<file path="src/sv/ntc_pkg.sv">
// ----------------------------------------------------------------------
// NTC converter package
// Shared widths, constants, codes and structures of the converter.
// ----------------------------------------------------------------------
package ntc_pkg;

   localparam int DEF_OVERSAMPLE = 32;
   localparam int DEF_CHANNELS   = 2;
   localparam int QUEUE_DEPTH    = 2;

   localparam int SAMPLE_W = 10;
   localparam int SUM_W    = 15;
   localparam int CNT_W    = 6;
   localparam int RES_W    = 32;
   localparam int TEMP_W   = 21;
   localparam int STAT_W   = 2;
   localparam int IDX_W    = 3;
   localparam int DATA_W   = 24;
   localparam int PULLUP_W = 16;
   localparam int NOM_W    = 24;
   localparam int BETA_W   = 16;
   localparam int DIV_W    = 64;

   // Register indexes.
   localparam logic [IDX_W-1:0] REG_PULLUP_CH0  = 3'd0;
   localparam logic [IDX_W-1:0] REG_PULLUP_CH1  = 3'd1;
   localparam logic [IDX_W-1:0] REG_NOMINAL_CH0 = 3'd2;
   localparam logic [IDX_W-1:0] REG_NOMINAL_CH1 = 3'd3;
   localparam logic [IDX_W-1:0] REG_BETA_CH0    = 3'd4;
   localparam logic [IDX_W-1:0] REG_BETA_CH1    = 3'd5;

   // Result status codes.
   localparam logic [STAT_W-1:0] ST_NORMAL = 2'd0;
   localparam logic [STAT_W-1:0] ST_SHORT  = 2'd1;
   localparam logic [STAT_W-1:0] ST_OPEN   = 2'd2;
   localparam logic [STAT_W-1:0] ST_SAT    = 2'd3;

   localparam logic [31:0] LN2_Q32 = 32'd2977044472;
   localparam logic [DIV_W-1:0] INV0 = (64'd20 << 48) / 64'd5963;
   localparam logic [DIV_W-1:0] Q_NUM = 64'd16000 << 48;
   localparam logic signed [TEMP_W-1:0] LIMIT_MC = 21'sd999000;
   localparam logic signed [41:0] ZERO_C_16 = 42'sd4370400;

   typedef struct packed {
      logic             channel;
      logic [SUM_W-1:0] sum;
   } ntc_entry_type;

   typedef struct packed {
      logic             start;
      logic [DIV_W-1:0] dividend;
      logic [DIV_W-1:0] divisor;
   } div_req_type;

   typedef struct packed {
      logic             busy;
      logic             done;
      logic [DIV_W-1:0] quotient;
   } div_rsp_type;

endpackage

</file>
<file path="src/sv/ntc_if.sv">
// ----------------------------------------------------------------------
// NTC converter channels
// Sample, result and register write channels with valid/ready.
// ----------------------------------------------------------------------
interface ntc_req_if;
   import ntc_pkg::*;
   logic                valid;
   logic                ready;
   logic                channel;
   logic [SAMPLE_W-1:0] sample;
   modport source (output valid, channel, sample, input ready);
   modport sink (input valid, channel, sample, output ready);
endinterface


</file>
<file path="src/sv/ntc_front.sv">
// ----------------------------------------------------------------------
// NTC front end
// Per-channel sample accumulation; completed readings go to the queue.
// ----------------------------------------------------------------------
module ntc_front #(
   parameter int OVERSAMPLE_COUNT = ntc_pkg::DEF_OVERSAMPLE,
   parameter int CHANNELS         = ntc_pkg::DEF_CHANNELS
) (
   input  logic                   clock,
   input  logic                   reset,
   ntc_req_if.sink                req_if,
   input  logic                   full,
   output logic                   push,
   output ntc_pkg::ntc_entry_type push_entry
);
   import ntc_pkg::*;

   localparam logic [CNT_W-1:0] LastCount = CNT_W'(OVERSAMPLE_COUNT + 1);

   logic [CNT_W-1:0] count_ff [2];
   logic [CNT_W-1:0] count_in [2];
   logic [SUM_W-1:0] sum_ff [2];
   logic [SUM_W-1:0] sum_in [2];
   logic             accept;
   logic [SUM_W-1:0] next_sum;
   logic [CNT_W-1:0] next_count;

   assign req_if.ready = !full;
   assign accept = req_if.valid && !full && ({1'b0, req_if.channel} < 2'(CHANNELS));
   assign next_sum = sum_ff[req_if.channel] + SUM_W'(req_if.sample);
   assign next_count = count_ff[req_if.channel] + 1'b1;

   always_comb begin
      count_in = count_ff;
      sum_in = sum_ff;
      push = 1'b0;
      push_entry.channel = req_if.channel;
      push_entry.sum = next_sum;
      if (accept) begin
         if (count_ff[req_if.channel] == '0) begin
            // The first sample of a reading is thrown away.
            count_in[req_if.channel] = CNT_W'(1);
            sum_in[req_if.channel] = '0;
         end else if (next_count == LastCount) begin
            push = 1'b1;
            count_in[req_if.channel] = '0;
            sum_in[req_if.channel] = '0;
         end else begin
            count_in[req_if.channel] = next_count;
            sum_in[req_if.channel] = next_sum;
         end
      end
   end

   always_ff @(posedge clock) begin
      if (reset) begin
         for (int i = 0; i < 2; i++) begin
            count_ff[i] <= '0;
            sum_ff[i] <= '0;
         end
      end else begin
         count_ff <= count_in;
         sum_ff <= sum_in;
      end
   end

endmodule

</file>
<file path="src/flat_wrapper.sv">
// flat-port wrapper written by rule: the top's interface ports become plain ports
module ntc_front_flat import ntc_pkg::*;
#(
   parameter int OVERSAMPLE_COUNT = ntc_pkg::DEF_OVERSAMPLE,
   parameter int CHANNELS         = ntc_pkg::DEF_CHANNELS
)
  (clock, reset, full, push, push_entry, req_if_valid, req_if_channel, req_if_sample, req_if_ready);
  ntc_req_if req_if_i ();
  input  logic clock;
  input  logic reset;
  input  logic full;
  output logic push;
  output ntc_pkg::ntc_entry_type push_entry;
  input wire logic [$bits(req_if_i.valid)-1:0] req_if_valid;
  input wire logic [$bits(req_if_i.channel)-1:0] req_if_channel;
  input wire logic [$bits(req_if_i.sample)-1:0] req_if_sample;
  output wire logic [$bits(req_if_i.ready)-1:0] req_if_ready;
  assign req_if_i.valid = req_if_valid;
  assign req_if_i.channel = req_if_channel;
  assign req_if_i.sample = req_if_sample;
  assign req_if_ready = req_if_i.ready;
  ntc_front #(.OVERSAMPLE_COUNT(OVERSAMPLE_COUNT), .CHANNELS(CHANNELS)) u_core (.clock(clock), .reset(reset), .req_if(req_if_i), .full(full), .push(push), .push_entry(push_entry));
endmodule
</file>
<file path="config.mk">
export PLATFORM = sky130hd
export DESIGN_NAME = ntc_front_flat
export DESIGN_NICKNAME = d
export VERILOG_FILES = /design/src/sv/ntc_pkg.sv /design/src/sv/ntc_if.sv /design/src/sv/ntc_front.sv /design/src/flat_wrapper.sv
export SDC_FILE = /design/constraint.sdc
export NUM_CORES = 1
export LEC_CHECK = 0
export BUFFER_PORTS_ARGS = -buffer_cell sky130_fd_sc_hd__buf_2
export CAP_MARGIN = 5
export CORE_MARGIN = 5
export CORE_UTILIZATION = 49
export CTS_CLUSTER_SIZE = 30
export DETAILED_ROUTE_END_ITERATION = 8
export PLACE_DENSITY = 0.72
export SLEW_MARGIN = 20
export SYNTH_ARGS = -nofsm -noshare
export SYNTH_HDL_FRONTEND = slang
export SYNTH_SLANG_ARGS = --single-unit
export TNS_END_PERCENT = 5
</file>
<file path="constraint.sdc">
create_clock -name clock -period 4.3 [get_ports clock]
set_input_delay 0.86 -clock clock [delete_from_list [all_inputs] [get_ports clock]]
set_output_delay 0.86 -clock clock [all_outputs]
set_load 0.03 [all_outputs]
</file>
==> results of run 1 <==
-- area by class of cell --
type | instances | area share (%)
Sequential cell | 42 | 29.9
Clock inverter | 3 | 2.44
Clock buffer | 5 | 2.44
Timing Repair Buffer | 40 | 7.82
Multi-Input combinational cell | 193 | 53.9
Inverter | 4 | 0.533
Tap cell | 67 | 2.98
-- registers in the layout, indices dropped and copies added (netlist names) --
| register | cells |
|---|---|
| u_core.count_ff | 12 |
| u_core.sum_ff | 30 |
-- metrics by stage --
stage / hold WS (ns) / power (W) / area (um2) / cells / TNS [ns]
6_report: 0.461 / 0.000901 / 2820 / 354 / 0
3_3_place_gp: 0.441 / 0.000536 / 2670 / 345 / 0
3_5_place_dp: 0.450 / 0.000537 / 2670 / 345 / 0
4_1_cts: 0.462 / 0.000910 / 2810 / 353 / 0
5_1_grt: 0.488 / 0.000941 / 2820 / 354 / -0.00233
2_1_floorplan: 0.428 / 0.000504 / 2480 / 254 / -0.0255
-- Yosys cell counts (all sizes together), types with 5 or more instances --
master,instances
nor2,14
dfxtp,42
a211oi,5
mux2i,11
a21oi,19
ha,12
nand2,16
xor2,5
a22o,28
nand4,6
xnor2,11
mux2,10
o21ai,7
or3,5
buf,11
-- per-layer routing --
layer,share of wire (%),up-vias,global-route usage [%]
met5,0,-,0
met4,0.96,0,4.90
met3,6.0,4,3.03
met2,45,63,29.3
met1,48,979,25.5
li1,-,1018,-
-- repair_timing --
| item | in CTS | in global routing |
|---|---|---|
| endpoints found under the setup margin | 0 | 2 |
| hold buffers | 0 | 0 |
| buffers inserted | 0 | 1 |
-- worst paths after layout --
path | endpoint | slack, ns | cells past startpoint
min | u_core.sum_ff[0] | 0.46 | 2
max reg2reg | u_core.sum_ff[12] | 1.78 | 9
min reg2reg | u_core.sum_ff[0] | 0.46 | 2
max | push_entry[8] | 0.15 | 10
-- cell families (layout without fill, tap and decap cells) --
family / after synthesis / after routing / synth area share, %
simple gates: 64 / 64 / 14.1
xor+xnor: 16 / 16 / 5.75
flops: 42 / 42 / 34.5
mux: 21 / 21 / 9.65
compound gates: 79 / 79 / 23.9
buf+inv: 19 / 52 / 5.08
fa+ha+maj: 13 / 13 / 6.98
-- power breakdown --
group | total (W) | switching [W] | internal (W) | leakage, nW
clock | 0.000373 | 0.000140 | 0.000233 | 0.0683
combinational | 0.000129 | 0.0000824 | 0.0000465 | 0.818
sequential | 0.000400 | 0.00000471 | 0.000395 | 0.339
total | 0.000901 | 0.000227 | 0.000674 | 1.23
-- worst reg2reg max path, cell delays in order, from the launching register on --
cell and delay, ns:
dfxtp_1 0.32, mux2_2 0.26, ha_1 0.22, fa_1 0.42, a211oi_1 0.30, o21ai_0 0.16
a21oi_2 0.24, nor3_1 0.12, xnor2_2 0.18, a22o_1 0.21
==> impl_table.tex, run 1 <==
\begin{tabular}{lr}
\hline
Metric & Value \\
\hline
\multicolumn{2}{l}{\textbf{Outcome}} \\
\quad Run status & finished, final reports clean \\
\multicolumn{2}{l}{\textbf{Critical path}} \\
\quad CP max FO & 5 \\
\quad Highest cell delay on the worst timing path & approximately 0.42 ns \\
\quad Source of the critical timing path & req\_if\_channel \\
\quad Required time reported for the critical path endpoint & $\sim$3.4 ns \\
\quad Critical path capture point type & output port \\
\quad Slowest library cell on the worst path & fa\_1 \\
\quad Buffering stage count on the worst path with inverters included & 2 \\
\quad Worst R2R Start & u\_core.sum\_ff[0] \\
\quad Nature of the critical path startpoint & input pin \\
\quad Gate family responsible for the most delay along the worst path & compound AO/OA/AOI/OAI gates \\
\quad Cells traversed along the worst timing path & buf\_2 > mux2\_2 > ha\_1 > fa\_1 > a211oi\_1 > o21bai\_1 > a21oi\_1 > a21oi\_1 > xor2\_1 > buf\_2 \\
\quad Category of the critical setup timing path & input pin to output port \\
\quad Arrival time reported for the critical path endpoint & $\sim$3.3 ns \\
\multicolumn{2}{l}{\textbf{Timing}} \\
\quad Max-slew violation total from the final report & 0 \\
\quad Achievable Freq & $\sim$240 MHz \\
\quad Setup slack of the critical path after layout & 0.146 ns \\
\quad Post-Route Skew & 0.00744 ns \\
\quad Max-Slew Margin vs Limit & 32.7\% \\
\quad Final setup violation count & 0 \\
\quad Portion of the clock cycle consumed by the worst path in the final layout & a little over nine tenths \\
\quad Hold Fails Final Rpt & 0 \\
\quad Shortest period the worst path allows & approximately 4.2 ns \\
\quad Transition time at the pin with the least slew margin & between 1 and 1.5 ns \\
\multicolumn{2}{l}{\textbf{Synthesis}} \\
\quad Synthesized netlist net count & $\sim$280 \\
\quad Summed instance area of the synthesized netlist & between 2000 and 2500 um2 \\
\quad Commonest register cell after synthesis & dfxtp\_1 \\
\quad Distinct cell type count of the synthesized netlist & 52 \\
\quad Share of the yosys chip area belonging to registers & 34.5\% \\
\quad Number of storage elements in the synthesis netlist & 42 \\
\quad Area fraction of the dominant cell type after synthesis & 34.5\% \\
\quad Synth Area per Inst & 9.60 um2 \\
\quad Warnings, synthesis & 0 \\
\quad Share of flip-flops with an asynchronous set or reset & 0\% \\
\quad Most area-consuming cells after synthesis & dfxtp\_1 (34\%), a22o\_1 (10\%), ha\_1 (6.2\%) \\
\quad Cell type with the largest total area after synthesis & dfxtp\_1 \\
\quad Count of flip-flops with a built-in enable after synthesis & 0 \\
\quad Synthesized netlist cell count & 254 \\
\multicolumn{2}{l}{\textbf{Die}} \\
\quad Die Area & about 6500 um2 \\
\quad Starting utilization of the core area & about half \\
\quad Die Width & around 80 um \\
\quad Number of rows created at floorplan & 25 \\
\quad CORE AREA & 4790 um2 \\
\quad Vertical die dimension & $\sim$81 um \\
\quad I/O Pins & 33 \\
\multicolumn{2}{l}{\textbf{Clock tree}} \\
\quad Clock slew at reported path FFs & 0.08 ns \\
\quad CTS H-tree depth & 2 \\
\quad PostCTS Resize Cnt & 0 \\
\quad TritonCTS clock tree & done \\
\quad Number of buffers created by CTS & 5 \\
\quad CTS sink count & 42 \\
\quad Clock network latency to the later pin of the worst-skew pair & 0.29 ns \\
\quad Max Root-Sink Buffers & 2 \\
\quad CTS Root Buffer Type & clkbuf\_8 \\
\multicolumn{2}{l}{\textbf{Detailed routing}} \\
\quad DRC viols & 0 \\
\quad Routed wirelength normalized by instance count & between 15 and 20 um \\
\quad Total detailed-routing wirelength & between 5 and 6 mm \\
\quad Final antenna-violating net count & 0 \\
\quad Length of the first detailed-routing pass in iterations & 4 \\
\quad DR vias/cell & approximately 6 \\
\quad Number of DRC violations after detailed-routing iteration 0 & between 100 and 150 \\
\quad Total vias in the final route & a little over 2000 \\
\multicolumn{2}{l}{\textbf{Min path}} \\
\quad Launch instance of the worst min-delay path & u\_core.sum\_ff[0] \\
\quad Hold WC Path Type & register to register \\
\multicolumn{2}{l}{\textbf{Power}} \\
\quad Power per cell area & approximately 320 nW/um2 \\
\quad Highest ir drop seen on vdd & between 0.2 and 0.25 mV \\
\quad Leak pwr & around 1.2 nW \\
\multicolumn{2}{l}{\textbf{Cells and area}} \\
\quad Antenna Cells & 0 \\
\quad Area growth from synthesis to layout & 15.5\% \\
\quad Leading cell types in the layout, fill and taps excluded & dfxtp\_1 (42), buf\_2 (32), a22o\_1 (28) \\
\quad Net count reported at finish & around 310 \\
\quad Footprint of the multi-input gates & 1520 um2 \\
\quad Commonest non-fill, non-tap cell in the layout & dfxtp\_1 \\
\quad Share of layout cells above drive strength 1 & 24.4\% \\
\quad Fill cells & about 430 \\
\quad Area taken by flip-flops and latches & $\sim$840 um2 \\
\quad Final core area utilization & 58.8\% \\
\multicolumn{2}{l}{\textbf{Global routing}} \\
\quad Via count of the first global-routing pass & between 1500 and 2000 \\
\quad Antenna violations before repair & 0 \\
\quad Total congestion overflow & 0 \\
\quad Pin count of the biggest net entering global routing & 26 \\
\quad Global-route usage over all layers & a little under a fifth \\
\quad First-pass GRT wire length & 9.45 mm \\
\multicolumn{2}{l}{\textbf{Placed design}} \\
\quad Final weighted congestion of routability-driven global placement & between 0.8 and 0.9 \\
\quad Detailed placement HPWL & about 4.1 mm \\
\quad Minimum setup slack after placement & 0.0764 ns \\
\quad Number of port buffers & 32 \\
\multicolumn{2}{l}{\textbf{Job}} \\
\quad Max-cap violations & 0 \\
\hline
\end{tabular}
No activity file was read; power rests on OpenSTA's default activity.
==> run 2: changes to the inputs <==
--- a/config.mk
+++ b/config.mk
@@ -11,7 +11,7 @@
 export CORE_UTILIZATION = 49
 export CTS_CLUSTER_SIZE = 30
 export DETAILED_ROUTE_END_ITERATION = 8
-export PLACE_DENSITY = 0.72
+export PLACE_DENSITY_LB_ADDON = 0.1
 export SLEW_MARGIN = 20
 export SYNTH_ARGS = -nofsm -noshare
 export SYNTH_HDL_FRONTEND = slang
==> constraint.sdc (replaced) <==
create_clock -name clock -period 3.5 [get_ports clock]
set_input_delay 0.7 -clock clock [delete_from_list [all_inputs] [get_ports clock]]
set_output_delay 0.7 -clock clock [all_outputs]
set_load 0.03 [all_outputs]
==> run 2 against run 1 <==
First-iteration DRC count is 37% lower. Non-clock buffer count is 31 higher. Critical path type unchanged. Largest cell class unchanged. Global-route usage is 1.3 points higher. Sequential power is 23% higher. Flip-flop and latch count stayed put. Combinational power is 50% higher. Via count is 3.8% higher. Sequential share of layout area is 3.7 points lower. Critical path depth stayed put. Wire length is 6.5% higher. Clock skew is 0.0029 ns lower. Count of clock-buffer cells in the layout is 2 higher.
==> impl_table.tex, run 2 (same netlist as run 1, synthesis figures left out) <==
\begin{tabular}{lr}
\hline
Metric & Value \\
\hline
\multicolumn{2}{l}{\textbf{Critical path}} \\
\quad Arrival time reported for the critical path endpoint & 2.79 ns (-0.50 ns) \\
\quad Highest cell delay on the worst timing path & 0.35 ns (-0.07 ns) \\
\quad CP max FO & 7 (+2) \\
\quad Category of the critical setup timing path & input pin to output port \\
\quad End of the worst register-to-register path & u\_core.sum\_ff[29] \\
\quad Cells traversed along the worst timing path & buf\_12 > mux2\_4 > ha\_4 > fa\_2 > a211oi\_2 > o21ai\_1 > a21oi\_2 > buf\_4 > xor2\_2 > buf\_6 \\
\quad Worst R2R Start & u\_core.sum\_ff[0] \\
\quad Critical path capture point type & output port \\
\quad Worst reg2reg path depth & 10 (+1) \\
\quad Nature of the critical path startpoint & input pin \\
\quad Slowest library cell on the worst path & fa\_2 \\
\quad Setup slack of the most critical reg-to-reg path & 1.03 ns (-0.75 ns) \\
\quad Required time reported for the critical path endpoint & 2.80 ns (-0.64 ns) \\
\multicolumn{2}{l}{\textbf{Timing}} \\
\quad Max-slew violation total from the final report & 0 (unchanged) \\
\quad Portion of the clock cycle consumed by the worst path in the final layout & $\sim$100\% \\
\quad Achievable Freq & roughly 290 MHz \\
\quad Final setup violation count & 0 (unchanged) \\
\quad Hold Fails Final Rpt & 0 (unchanged) \\
\quad Aggregate negative setup slack & 0 ns (unchanged) \\
\quad Post-Route Skew & 0.00457 ns (-0.00287 ns) \\
\quad Setup repair after global routing missed its margin & true \\
\quad Transition time at the pin with the least slew margin & 0.790 ns (-0.215 ns) \\
\quad Max-Slew Margin vs Limit & 47.3\% (+15 points) \\
\quad Setup slack of the critical path after layout & 0.00927 ns (-0.137 ns) \\
\quad Shortest period the worst path allows & roughly 3.5 ns \\
\multicolumn{2}{l}{\textbf{Detailed routing}} \\
\quad Routed wirelength normalized by instance count & 15.3 um (-2.0\%) \\
\quad Number of DRC violations after detailed-routing iteration 0 & 82 (-37\%) \\
\quad Total detailed-routing wirelength & 5.91 mm (+6.5\%) \\
\quad Length of the first detailed-routing pass in iterations & 4 (unchanged) \\
\quad DRC viols & 0 (unchanged) \\
\quad Total vias in the final route & 2142 (+3.8\%) \\
\quad DR vias/cell & 5.56 (-4.6\%) \\
\quad Final antenna-violating net count & 0 (unchanged) \\
\multicolumn{2}{l}{\textbf{Cells and area}} \\
\quad Share of layout cells above drive strength 1 & 35.8\% (+11 points) \\
\quad Area growth from synthesis to layout & 31.7\% \\
\quad Register ranked first by flip-flop count & u\_core.sum\_ff \\
\quad Net count reported at finish & 345 (+9.9\%) \\
\quad Flip-flop count of the largest register after layout & 30 (unchanged) \\
\quad Leading cell types in the layout, fill and taps excluded & buf\_4 (42), dfxtp\_1 (42), a22o\_1 (28) \\
\quad Fill cells & 392 (-9.7\%) \\
\quad Antenna Cells & 0 (unchanged) \\
\quad Largest registers ranked by flip-flop count & u\_core.sum\_ff x30, u\_core.count\_ff x12 \\
\multicolumn{2}{l}{\textbf{Clock tree}} \\
\quad CTS Root Buffer Type & clkbuf\_8 \\
\quad Number of buffers created by CTS & 5 (unchanged) \\
\quad Clock slew at reported path FFs & 0.08 ns (about the same) \\
\quad Clock network latency to the later pin of the worst-skew pair & 0.29 ns (about the same) \\
\quad Number of hold buffers added after CTS & 0 (unchanged) \\
\quad Max Root-Sink Buffers & 2 (unchanged) \\
\quad TritonCTS clock tree & done \\
\quad CTS sink count & 42 (unchanged) \\
\quad CTS H-tree depth & 2 (unchanged) \\
\multicolumn{2}{l}{\textbf{Die}} \\
\quad I/O Pins & 33 (unchanged) \\
\quad Starting utilization of the core area & 50.9\% (unchanged) \\
\quad Vertical die dimension & 80.5 um (unchanged) \\
\quad Die Area & 6480 um2 (unchanged) \\
\quad Number of rows created at floorplan & 25 (unchanged) \\
\quad Die Width & 80.5 um (unchanged) \\
\quad CORE AREA & 4790 um2 (unchanged) \\
\multicolumn{2}{l}{\textbf{Min path}} \\
\quad Launch instance of the worst min-delay path & u\_core.sum\_ff[0] \\
\quad Instance count along the most critical hold path & 2 (unchanged) \\
\quad Hold worst-path end & u\_core.sum\_ff[0] \\
\quad Hold WC Path Type & register to register \\
\multicolumn{2}{l}{\textbf{Job}} \\
\quad Max-cap violations & 0 (unchanged) \\
\multicolumn{2}{l}{\textbf{Global routing}} \\
\quad Pin count of the biggest net entering global routing & 19 (-27\%) \\
\quad First-pass GRT wire length & 10.0 mm (+6.0\%) \\
\quad Global-route usage over all layers & 19.6\% (+1.3 points) \\
\quad Total congestion overflow & 0 (unchanged) \\
\quad Via count of the first global-routing pass & 2061 (+4.6\%) \\
\quad Antenna violations before repair & 0 (unchanged) \\
\multicolumn{2}{l}{\textbf{Placed design}} \\
\quad Minimum setup slack after placement & -0.162 ns (-0.239 ns) \\
\quad Number of port buffers & 32 (unchanged) \\
\quad Final weighted congestion of routability-driven global placement & 0.881 (+4.2\%) \\
\quad Detailed placement HPWL & 4.36 mm (+7.1\%) \\
\multicolumn{2}{l}{\textbf{Power}} \\
\quad Highest ir drop seen on vdd & 0.253 mV (+11\%) \\
\quad Power per cell area & 314 nW/um2 (-1.9\%) \\
\quad Overall power after layout & 0.00101 W (+12\%) \\
\quad Leak pwr & 1.39 nW (+13\%) \\
\multicolumn{2}{l}{\textbf{Outcome}} \\
\quad Run status & finished, final reports clean \\
\hline
\end{tabular}
==> run 2: changes by cell type in the layout (fill, tap and decap cells not counted), moves of 2 or more <==
| cell | before | now |
|---|---|---|
| buf_2 | 32 | 23 |
| bufinv_16 | 2 | 0 |
| xnor2_1 | 7 | 5 |
| o21ai_1 | 1 | 3 |
| xnor2_4 | 0 | 2 |
| buf_6 | 0 | 5 |
| a31oi_4 | 0 | 2 |
| ha_4 | 0 | 3 |
| buf_4 | 8 | 42 |
| a31oi_1 | 2 | 0 |
| ha_1 | 12 | 9 |
| o21ai_0 | 6 | 4 |
==> run 2: metrics by stage <==
stage	hold WS, ns	util [%]	cells	area, um2
after floorplan	0.428	-	254	2610
after global placement	0.451	62.8	375	3010
after detailed placement	0.455	62.9	375	3010
after CTS	0.474	66.3	384	3170
after global routing	0.492	67.1	385	3210
final	0.475	67.1	385	3210
==> run 2: worst max-delay path by stage <==
stage	start	to	slack, ns	cells past startpoint
finish	req_if_channel	push_entry[10]	0.009	10
global route	req_if_channel	push_entry[10]	-0.06	10
CTS	req_if_channel	push_entry[10]	-0.03	10
detailed placement	req_if_channel	push_entry[13]	-0.16	10
global placement	req_if_channel	push_entry[10]	-0.11	10
floorplan	req_if_channel	push_entry[12]	-0.26	11
==> run 2: final cells by class <==
| class | instances | area (um2) | share of cell area [%] |
|---|---|---|---|
| flip-flops and latches | 42 | 841 | 26.2 |
| repair buffers | 71 | 507 | 15.8 |
| clock inverters | 1 | 5.00 | 0.156 |
| well taps | 67 | 83.8 | 2.61 |
| inverters | 4 | 15.0 | 0.468 |
| multi-input cells | 193 | 1670 | 52.1 |
| clock buffers | 7 | 86.3 | 2.69 |
==> run 2: what timing repair did <==
action | CTS | global route
gates resized for setup | 16 | 7
endpoints found under the setup margin | 9 | 9
pin swaps | 6 | 7
buffers inserted | 1 | 1
==> run 2: worst max-delay path, delay by kind of cell <==
| family | cells | cell delay [ns] |
|---|---|---|
| xor gates and xnor gates | 1 | 0.16 |
| buffers and inverters | 3 | 0.44 |
| muxes | 1 | 0.30 |
| adders and majority gates | 2 | 0.51 |
| AOI/OAI and AO/OA | 3 | 0.67 |
==> run 2: power breakdown <==
part           internal, W  switching (W)
clock             0.000159       0.000165
combinational    0.0000824       0.000110
sequential        0.000485     0.00000599
==> run 2: metal layers <==
| layer | track usage (%) | part of all wire (%) | vias up |
|---|---|---|---|
| met5 | 0 | 0 | - |
| met4 | 4.90 | 1.0 | 0 |
| met3 | 3.03 | 2.9 | 6 |
| met2 | 31.0 | 45 | 43 |
| met1 | 27.8 | 51 | 1016 |
| li1 | - | - | 1077 |
==> run 3: changes to the inputs <==
--- a/config.mk
+++ b/config.mk
@@ -9,9 +9,11 @@
 export CAP_MARGIN = 5
 export CORE_MARGIN = 5
 export CORE_UTILIZATION = 49
-export CTS_CLUSTER_SIZE = 30
+export CTS_CLUSTER_SIZE = 25
 export DETAILED_ROUTE_END_ITERATION = 8
+export MAX_ROUTING_LAYER = met4
 export PLACE_DENSITY_LB_ADDON = 0.1
+export SETUP_SLACK_MARGIN = 0.3
 export SLEW_MARGIN = 20
 export SYNTH_ARGS = -nofsm -noshare
 export SYNTH_HDL_FRONTEND = slang
==> run 3 against run 2 <==
Cell count fell by 0.26%. Sequential share of layout area decreased by 0.13 points. Via count down 0.65%. Utilization rose by 0.34 points. Wire length decreased by 0.27%. Register-to-register slack gained 0.04 ns. Clock power about the same. Critical path type unchanged. Largest power group unchanged. Highest routed layer unchanged.
==> impl_table.tex, run 3 (same netlist as run 1, synthesis figures left out) <==
\begin{tabular}{lr}
\hline
Metric & Value \\
\hline
\multicolumn{2}{l}{\textbf{Power}} \\
\quad Highest ir drop seen on vdd & 0.255 mV (+0.75\%) \\
\quad Power per cell area & 313 nW/um2 (-0.28\%) \\
\quad Leak pwr & 1.39 nW (+0.40\%) \\
\multicolumn{2}{l}{\textbf{Detailed routing}} \\
\quad Length of the first detailed-routing pass in iterations & 4 (unchanged) \\
\quad Routed wirelength normalized by instance count & 15.3 um (about the same) \\
\quad Total detailed-routing wirelength & 5.89 mm (-0.27\%) \\
\quad Number of DRC violations after detailed-routing iteration 0 & 88 (+7.3\%) \\
\quad DRC viols & 0 (unchanged) \\
\quad Total vias in the final route & 2128 (-0.65\%) \\
\quad Final antenna-violating net count & 0 (unchanged) \\
\quad DR vias/cell & 5.54 (-0.39\%) \\
\multicolumn{2}{l}{\textbf{Global routing}} \\
\quad Total congestion overflow & 0 (unchanged) \\
\quad GR met2 Demand/Resource & 31.1\% (+0.083 points) \\
\quad Met3 track demand over resource in global routing & 3.03\% (unchanged) \\
\quad First-pass GRT wire length & 10.0 mm (+0.14\%) \\
\quad Antenna violations before repair & 0 (unchanged) \\
\quad Pin count of the biggest net entering global routing & 19 (unchanged) \\
\quad Via count of the first global-routing pass & 2062 (+0.049\%) \\
\quad Global routing's busiest layer & met2 \\
\quad Met1 capacity usage during global routing & 27.8\% (unchanged) \\
\quad Global-route usage over all layers & 20.2\% (+0.54 points) \\
\multicolumn{2}{l}{\textbf{Timing}} \\
\quad Max-Slew Margin vs Limit & 49.7\% (+2.4 points) \\
\quad Setup repair after global routing missed its margin & true \\
\quad Final setup violation count & 0 (unchanged) \\
\quad Transition time at the pin with the least slew margin & 0.754 ns (-0.0365 ns) \\
\quad Setup slack of the critical path after layout & 0.0455 ns (+0.0363 ns) \\
\quad Portion of the clock cycle consumed by the worst path in the final layout & 98.7\% (-1.0 points) \\
\quad Post-Route Hold Slack & 0.475 ns (-0.000181 ns) \\
\quad Hold Fails Final Rpt & 0 (unchanged) \\
\quad Max-slew violation total from the final report & 0 (unchanged) \\
\quad Post-Route Skew & 0.00353 ns (-0.00104 ns) \\
\quad Achievable Freq & 289 MHz (+1.1\%) \\
\quad Shortest period the worst path allows & 3.45 ns (-0.0363 ns) \\
\quad Aggregate negative setup slack & 0 ns (unchanged) \\
\multicolumn{2}{l}{\textbf{Clock tree}} \\
\quad CTS sink count & 42 (unchanged) \\
\quad Clock network latency to the later pin of the worst-skew pair & 0.28 ns (about the same) \\
\quad Number of buffers created by CTS & 5 (unchanged) \\
\quad CTS Root Buffer Type & clkbuf\_8 \\
\quad CTS H-tree depth & 2 (unchanged) \\
\quad Max Root-Sink Buffers & 2 (unchanged) \\
\quad Clock slew at reported path FFs & 0.08 ns (about the same) \\
\quad TritonCTS clock tree & done \\
\multicolumn{2}{l}{\textbf{Placed design}} \\
\quad Minimum setup slack after placement & -0.162 ns (unchanged) \\
\quad Number of port buffers & 32 (unchanged) \\
\quad Cell area after placement & 3010 um2 (unchanged) \\
\quad Final weighted congestion of routability-driven global placement & 0.896 (+1.7\%) \\
\quad Detailed placement HPWL & 4.36 mm (unchanged) \\
\multicolumn{2}{l}{\textbf{Die}} \\
\quad I/O Pins & 33 (unchanged) \\
\quad Die Width & 80.5 um (unchanged) \\
\quad Number of rows created at floorplan & 25 (unchanged) \\
\quad Die Area & 6480 um2 (unchanged) \\
\quad Starting utilization of the core area & 50.9\% (unchanged) \\
\quad CORE AREA & 4790 um2 (unchanged) \\
\quad Vertical die dimension & 80.5 um (unchanged) \\
\multicolumn{2}{l}{\textbf{Critical path}} \\
\quad Required time reported for the critical path endpoint & 2.80 ns (about the same) \\
\quad Buffering stage count on the worst path with inverters included & 3 (unchanged) \\
\quad Worst R2R Start & u\_core.sum\_ff[0] \\
\quad Critical path capture point type & output port \\
\quad End of the worst register-to-register path & u\_core.sum\_ff[29] \\
\quad Arrival time reported for the critical path endpoint & 2.75 ns (-0.04 ns) \\
\quad Setup slack of the most critical reg-to-reg path & 1.07 ns (+0.04 ns) \\
\quad Category of the critical setup timing path & input pin to output port \\
\quad CP max FO & 7 (unchanged) \\
\quad Worst reg2reg path depth & 10 (unchanged) \\
\quad Nature of the critical path startpoint & input pin \\
\quad Cells traversed along the worst timing path & buf\_12 > mux2\_4 > ha\_4 > fa\_2 > a211oi\_2 > o21ai\_1 > a21oi\_2 > buf\_4 > xor2\_2 > buf\_6 \\
\quad Slowest library cell on the worst path & fa\_2 \\
\quad Source of the critical timing path & req\_if\_channel \\
\quad Highest cell delay on the worst timing path & 0.35 ns (about the same) \\
\quad Gate family responsible for the most delay along the worst path & compound AO/OA/AOI/OAI gates \\
\multicolumn{2}{l}{\textbf{Cells and area}} \\
\quad Largest registers ranked by flip-flop count & u\_core.sum\_ff x30, u\_core.count\_ff x12 \\
\quad Area taken by flip-flops and latches & 841 um2 (unchanged) \\
\quad Final design area excluding fillers & 3230 um2 (+0.51\%) \\
\quad Net count reported at finish & 344 (-0.29\%) \\
\quad Commonest non-fill, non-tap cell in the layout & dfxtp\_1 \\
\quad Share of layout cells above drive strength 1 & 36.9\% (+1.1 points) \\
\quad Flip-flop count of the largest register after layout & 30 (unchanged) \\
\quad Antenna Cells & 0 (unchanged) \\
\quad Leading cell types in the layout, fill and taps excluded & dfxtp\_1 (42), buf\_4 (40), a22o\_1 (28) \\
\quad Area growth from synthesis to layout & 32.3\% \\
\quad Fill cells & 383 (-2.3\%) \\
\quad Register ranked first by flip-flop count & u\_core.sum\_ff \\
\quad Footprint of the multi-input gates & 1690 um2 (+1.2\%) \\
\multicolumn{2}{l}{\textbf{Min path}} \\
\quad Instance count along the most critical hold path & 2 (unchanged) \\
\quad Hold WC Path Type & register to register \\
\quad Launch instance of the worst min-delay path & u\_core.sum\_ff[0] \\
\quad Hold worst-path end & u\_core.sum\_ff[0] \\
\multicolumn{2}{l}{\textbf{Job}} \\
\quad Max-cap violations & 0 (unchanged) \\
\multicolumn{2}{l}{\textbf{Outcome}} \\
\quad Run status & finished, final reports clean \\
\hline
\end{tabular}
[run 3: cell types whose count changed in the layout (fill, tap and decap cells not counted)]
| cell | before | now |
|---|---|---|
| a211oi_1 | 4 | 3 |
| a211oi_2 | 1 | 2 |
| buf_4 | 42 | 40 |
| buf_6 | 5 | 6 |
| o21ai_1 | 3 | 2 |
| o21ai_2 | 0 | 1 |
| o21bai_1 | 2 | 1 |
| o21bai_2 | 0 | 1 |
| o311ai_1 | 1 | 0 |
| o311ai_2 | 0 | 1 |
[run 3: routing by layer]
layer | up-vias | share of wire [%]
met5 | - | 0
met4 | 0 | 1.0
met3 | 6 | 4.4
met2 | 47 | 45
met1 | 997 | 49
li1 | 1078 | -
[run 3: cell type report]
| cell class | instances | share of cell area [%] |
|---|---|---|
| Multi-Input combinational cell | 193 | 52.4 |
| Sequential cell | 42 | 26.1 |
| Clock inverter | 1 | 0.155 |
| Inverter | 4 | 0.465 |
| Timing Repair Buffer | 70 | 15.6 |
| Clock buffer | 7 | 2.68 |
| Tap cell | 67 | 2.60 |
[run 3: power breakdown]
| group | leakage (nW) | internal [W] | switching (W) |
|---|---|---|---|
| Combinational | 1.01 | 0.0000850 | 0.000112 |
| Sequential | 0.339 | 0.000485 | 0.00000597 |
| Clock | 0.0482 | 0.000159 | 0.000163 |
| Total | 1.39 | 0.000729 | 0.000281 |
[run 3: per-stage QoR]
step                      instances  utilization (%)  power (W)
final                           384             67.4    0.00101
after global placement          375             62.8   0.000686
after CTS                       384             66.9    0.00102
after global routing            384             67.4    0.00106
after floorplan                 254                -   0.000629
after detailed placement        375             62.9   0.000687
[run 3: how the worst max path moves through the flow]
stage	to	cells past startpoint
4_1_cts	push_entry[10]	10
2_1_floorplan	push_entry[12]	11
3_3_place_gp	push_entry[10]	10
3_5_place_dp	push_entry[13]	10
6_report	push_entry[10]	10
5_1_grt	push_entry[10]	10
[run 3: worst reg2reg max path, cell delays in order, from the launching register on]
cell and delay, ns:
dfxtp_1 0.33, mux2_4 0.27, ha_4 0.17, fa_2 0.35
a211oi_2 0.25, o21ai_1 0.13, a21oi_2 0.26, nor3_2 0.10
xnor2_2 0.14, buf_4 0.14, a22o_1 0.20
[run 3: timing repair]
item / CTS / global route
gates resized for setup: 22 / 6
setup buffers: 1 / 0
hold buffers: 0 / 0
pin swaps: 11 / 3
hold endpoints to repair: 0 / 0
endpoints found under the setup margin: 12 / 12
